==> config.mk <==
export PLATFORM = sky130hd
export DESIGN_NAME = gjr_front
export DESIGN_NICKNAME = d
export VERILOG_FILES = /design/src/design/gjr_pkg.sv /design/src/design/gjr_front.sv
export SDC_FILE = /design/constraint.sdc
export NUM_CORES = 1
export LEC_CHECK = 0
export ABC_AREA = 1
export BUFFER_PORTS_ARGS = -buffer_cell sky130_fd_sc_hd__buf_4
export CORE_MARGIN = 1.5
export CORE_UTILIZATION = 30
export DETAILED_ROUTE_END_ITERATION = 6
export GPL_TIMING_DRIVEN = 0
export RECOVER_POWER = 25
export SETUP_SLACK_MARGIN = 0.4
export SKIP_CTS_REPAIR_TIMING = 1
export SYNTH_ARGS = -nofsm -noshare
export SYNTH_HDL_FRONTEND = slang
export SYNTH_SLANG_ARGS = --single-unit
export TNS_END_PERCENT = 50
==> constraint.sdc <==
create_clock -name clk_i -period 5.9 [get_ports clk_i]
set_input_delay 0.59 -clock clk_i [delete_from_list [all_inputs] [get_ports clk_i]]
set_output_delay 0.59 -clock clk_i [all_outputs]
set_load 0.005 [all_outputs]
==> src/design/gjr_pkg.sv <==
package gjr_pkg;

  localparam int MaxDim = 8;
  localparam int DimW = 3;
  localparam int AddrW = 6;
  localparam int CntW = 7;
  localparam int QDepth = 4;
  localparam int QPtrW = 2;

  localparam logic [1:0] RegRows = 2'd0;
  localparam logic [1:0] RegCols = 2'd1;
  localparam logic [1:0] RegThr = 2'd2;

  typedef struct packed {
    logic [31:0] value;
    logic [AddrW-1:0] addr;
    logic store;
    logic last;
  } cmd_t;

  typedef enum logic [3:0] {
    BK_IDLE,
    BK_SRCH,
    BK_SRCHW,
    BK_SWAPR,
    BK_SWAPW,
    BK_DIVR,
    BK_DIVW,
    BK_DIVRUN,
    BK_FACR,
    BK_ELR,
    BK_ELW,
    BK_EMIT,
    BK_EMITW
  } bk_state_e;

  function automatic logic [DimW:0] clamp_dim(input logic [3:0] v);
    if (v == 4'd0) return (DimW+1)'(1);
    if (v > 4'(MaxDim)) return (DimW+1)'(MaxDim);
    return v[DimW:0];
  endfunction

  function automatic logic [31:0] sat32(input logic signed [63:0] v);
    if (v > 64'sh7fffffff) return 32'h7fffffff;
    if (v < -64'sh80000000) return 32'h80000000;
    return v[31:0];
  endfunction

endpackage

==> src/design/gjr_front.sv <==
module gjr_front
  import gjr_pkg::*;
(
  input  logic clk_i,
  input  logic rst_ni,
  input  logic push,
  output logic full,
  input  logic [31:0] element_value_i,
  input  logic is_last_i,
  input  logic [DimW:0] rows_i,
  input  logic [DimW:0] cols_i,
  output logic q_valid_o,
  output cmd_t q_cmd_o,
  input  logic q_pop_i
);

  cmd_t q_mem [QDepth];
  logic [QPtrW-1:0] wp_q, rp_q;
  logic [QPtrW:0] cnt_q;
  logic [CntW-1:0] ld_q, ld_d;
  logic [DimW-1:0] r_q, r_d, c_q, c_d;
  logic [CntW-1:0] total;
  logic acc, deq;
  cmd_t cmd;

  assign total = CntW'(rows_i * cols_i);
  assign full = (cnt_q == (QPtrW+1)'(QDepth));
  assign acc = push && !full;
  assign deq = q_pop_i && (cnt_q != '0);
  assign q_valid_o = (cnt_q != '0);
  assign q_cmd_o = q_mem[rp_q];

  always_comb begin
    cmd.value = element_value_i;
    cmd.addr = {r_q, c_q};
    cmd.store = (ld_q < total);
    cmd.last = is_last_i;
    ld_d = ld_q;
    r_d = r_q;
    c_d = c_q;
    if (is_last_i) begin
      ld_d = '0;
      r_d = '0;
      c_d = '0;
    end else if (cmd.store) begin
      ld_d = ld_q + 1'b1;
      if ({1'b0, c_q} == cols_i - 1'b1) begin
        c_d = '0;
        r_d = r_q + 1'b1;
      end else begin
        c_d = c_q + 1'b1;
      end
    end
  end

  always_ff @(posedge clk_i) begin
    if (acc) q_mem[wp_q] <= cmd;
  end

  always_ff @(posedge clk_i or negedge rst_ni) begin
    if (!rst_ni) begin
      wp_q <= '0;
      rp_q <= '0;
      cnt_q <= '0;
      ld_q <= '0;
      r_q <= '0;
      c_q <= '0;
    end else begin
      if (acc) begin
        wp_q <= wp_q + 1'b1;
        ld_q <= ld_d;
        r_q <= r_d;
        c_q <= c_d;
      end
      if (deq) rp_q <= rp_q + 1'b1;
      cnt_q <= cnt_q + (QPtrW+1)'(acc) - (QPtrW+1)'(deq);
    end
  end

  assert property (@(posedge clk_i) disable iff (!rst_ni) cnt_q <= (QPtrW+1)'(QDepth))
    else $error("queue count overflow");
  assert property (@(posedge clk_i) disable iff (!rst_ni) acc && is_last_i |=> ld_q == '0)
    else $error("load count not cleared after last");
  assert property (@(posedge clk_i) disable iff (!rst_ni) ld_q <= total || !$stable(total))
    else $error("load count beyond matrix size");

endmodule

==> results_dict.tcl <==
set metrics [dict create \
    status "finished, final reports clean" \
    cts.sinks 180 \
    hold_path.class "in -> reg" \
    rows 58 \
    post-route-drc-count 0 \
    cts_buffers 17 \
    worstMarginPinSlew_ns 1.20 \
    cts.clk_slew.worst_paths_ns 0.07 \
    fin_ws_ns 2.29 \
    htreeDepth 4 \
    n_antenna_cell 0 \
    final_util_pct 37.4 \
    grt_busiest_layer "met2" \
    finalHoldViolCount 0 \
    ys_ff_latch 180 \
    syn-num-nets 698 \
    setup_viol 0 \
    io_pins 87 \
    fill_cells 2486 \
    worstPathMaxFanout 10 \
    fmax_mhz 277 \
    crit_type "in -> reg" \
    min_path_cells 1 \
    antenna_found_initial 0 \
    rsz0062_at_grt "no" \
    grt_max_degree 27 \
    antenna_left 0 \
    cap_violations 0 \
    vias_per_cell 4.55 \
    worstPathRequired_ns 6.20 \
    dr_total_vias 4882 \
    grt_first_pass_wirelength_microns 26100 \
    synth_area_sq_um 7670 \
    tns_ns 0 \
    area_delta_synth_final_pct 22.5 \
    synth_top_area_cell "edfxtp_1" \
    drive_above_1_share_pct 16.3 \
    insertion_delay_ns 0.42 \
    die_y_microns 163 \
    fin_crit_ns 3.61 \
    yosysWarnings 0 \
    initial_core_util_pct 30.6 \
    hpwl_microns 10900 \
    r2r_cells 8 \
    die-area_sq_um 26600 \
    reg2reg_slack_ns 3.62 \
    worstPathArrival_ns 3.92 \
    worstSetupEndpointType "flip-flop" \
    yosysSeqAreaShare_pct 69.1 \
    cts-root-buf "clkbuf_16" \
    dp_slack_ns 1.84 \
    finClkSkew_ns 0.00911 \
    cts_tree "done" \
    max-clock-path-buffers 2 \
    gp_congestion 0.698 \
    ys_types 30 \
    power_density_nw_per_um2 495 \
    overflow 0 \
    met3_usage_pct 3.21 \
    syn-instance-count 622 \
    crit_path_start_kind "primary input" \
    finalNetCount 807 \
    relSlewSlack_pct 19.7 \
    yosysTopAreaCellShare_pct 62.6 \
    met1_usage_pct 16.6 \
    die_w_microns 163 \
    drtIter0Drc 367 \
    grt_pass1_vias 4858 \
    met2_usage_pct 22.6 \
    grt_use_total_pct 13.1 \
    drtPass1Iterations 4 \
    synthTopCellsByArea "edfxtp_1 63%, dfrtp_1 6.5%, o21ai_0 4.8%, nor2_1 4.6%, ha_1 4.2%" \
    power_leakage_nw 3.58 \
    synth.avg_cell_area_sq_um 12.3 \
    wl_microns 16700 \
    ir_worst_vdd_mv 0.255 \
    period_share_pct 61.2 \
    core_sq_um 25100 \
    io_buffers 86 \
    timing.final.max_slew_violations 0 \
    routedWlPerCell_microns 15.6 \
]
[area by class of cell]
| type | count | area [sq um] | share of cell area (%) |
|---|---|---|---|
| Sequential cell | 180 | 5310 | 56.4 |
| Multi-Input combinational cell | 369 | 2110 | 22.4 |
| Timing Repair Buffer | 90 | 647 | 6.88 |
| Clock buffer | 23 | 458 | 4.87 |
| Tap cell | 330 | 413 | 4.39 |
| Clock inverter | 9 | 176 | 1.88 |
| Inverter | 45 | 169 | 1.80 |
| Buffer | 28 | 125 | 1.33 |
[power by group]
| group | internal [mW] | total, mW | switching [mW] |
|---|---|---|---|
| Clock | 0.764 | 1.21 | 0.451 |
| Combinational | 0.640 | 1.62 | 0.984 |
| Sequential | 1.71 | 1.81 | 0.109 |
| Total | 3.11 | 4.65 | 1.54 |
[worst max-delay path, cell delays in order]
cell,delay (ns)
buf_4,0.11
nand2_1,0.08
fa_1,0.54
inv_1,0.06
fa_1,0.52
fa_1,0.48
nand2_1,0.08
nand2_1,0.05
a21oi_1,0.15
xor2_1,0.17
ha_1,0.26
a21o_1,0.19
nor2_2,0.15
nand2_2,0.08
nand2_2,0.06
nand2_2,0.07
buf_6,0.15
nand2_1,0.05
o21ai_1,0.06
[synth_stat cells, drive strengths merged]
master	n
a21o	1
xnor2	6
ha	26
a21boi	1
fa	5
clkinv	1
nand3b	2
buf	6
clkbuf	22
edfxtp	160
inv	44
nand3	17
nor2	98
nand2	73
a21oi	3
o22ai	40
o21ai	85
nor3b	1
xor2	11
dfrtp	20
[state kept, by name, indices dropped and copies added, names as in the netlist]
| name | cells |
|---|---|
| wp_q | 2 |
| q_mem | 160 |
| rp_q | 2 |
| r_q | 3 |
| c_q | 3 |
| cnt_q | 3 |
| ld_q | 7 |
[worst paths after layout]
kind	start	to
max in group asynchronous	rst_ni	cnt_q[1]
worst min-delay path	element_value_i[11]	q_mem[2][19]
min in group asynchronous	rst_ni	ld_q[1]
worst max register to register	cnt_q[1]	cnt_q[2]
worst max-delay path	cols_i[3]	c_q[2]
worst min register to register	wp_q[0]	wp_q[0]
[metrics by stage]
stage	instance area, sq um	instances	total power, mW	hold slack [ns]
after global routing	9400	1074	4.95	0.362
final	9400	1074	4.65	0.379
after global placement	8730	1038	3.45	0.500
after detailed placement	8840	1042	3.50	0.502
after floorplan	7670	622	2.69	0.294
after CTS	9480	1074	4.72	0.0493
[cell usage in the layout (no fill, tap or decap)]
master,instances
clkbuf_16,17
buf_1,1
clkinvlp_4,1
a21o_1,1
buf_12,4
nor3b_1,1
buf_2,3
nor2_2,1
nand3b_1,2
a21boi_0,1
nand3_1,16
xor2_1,11
clkinv_1,1
clkbuf_1,47
o21ai_1,10
fa_1,5
dfrtp_1,20
o22ai_1,40
inv_2,2
edfxtp_1,160
o21ai_2,1
buf_4,65
o21ai_0,74
inv_1,42
inv_6,1
clkbuf_2,1
nand3_2,1
clkbuf_8,1
buf_6,2
a21oi_1,3
nor2_4,6
nand2_1,65
xnor2_1,6
bufinv_16,5
nor2_1,91
clkinv_2,2
ha_1,26
nand2_2,8
[cells by family (layout without fill, tap and decap cells)]
kind of cell / Yosys count / count (layout) / synth area share, %
AOI/OAI and AO/OA: 130 / 130 / 9.24
xor gates and xnor gates: 17 / 17 / 1.94
adders and majority gates: 31 / 31 / 5.54
buffers and inverters: 73 / 195 / 3.83
DFF: 180 / 180 / 69.1
and+or+nand+nor: 191 / 191 / 10.3
[layer usage]
| layer | vias to the layer above | part of all wire, % |
|---|---|---|
| li1 | 2411 | - |
| met4 | 0 | 0.96 |
| met2 | 85 | 50 |
| met5 | - | 0 |
| met1 | 2377 | 46 |
| met3 | 9 | 3.7 |
Power figures use the tool's default switching activity.
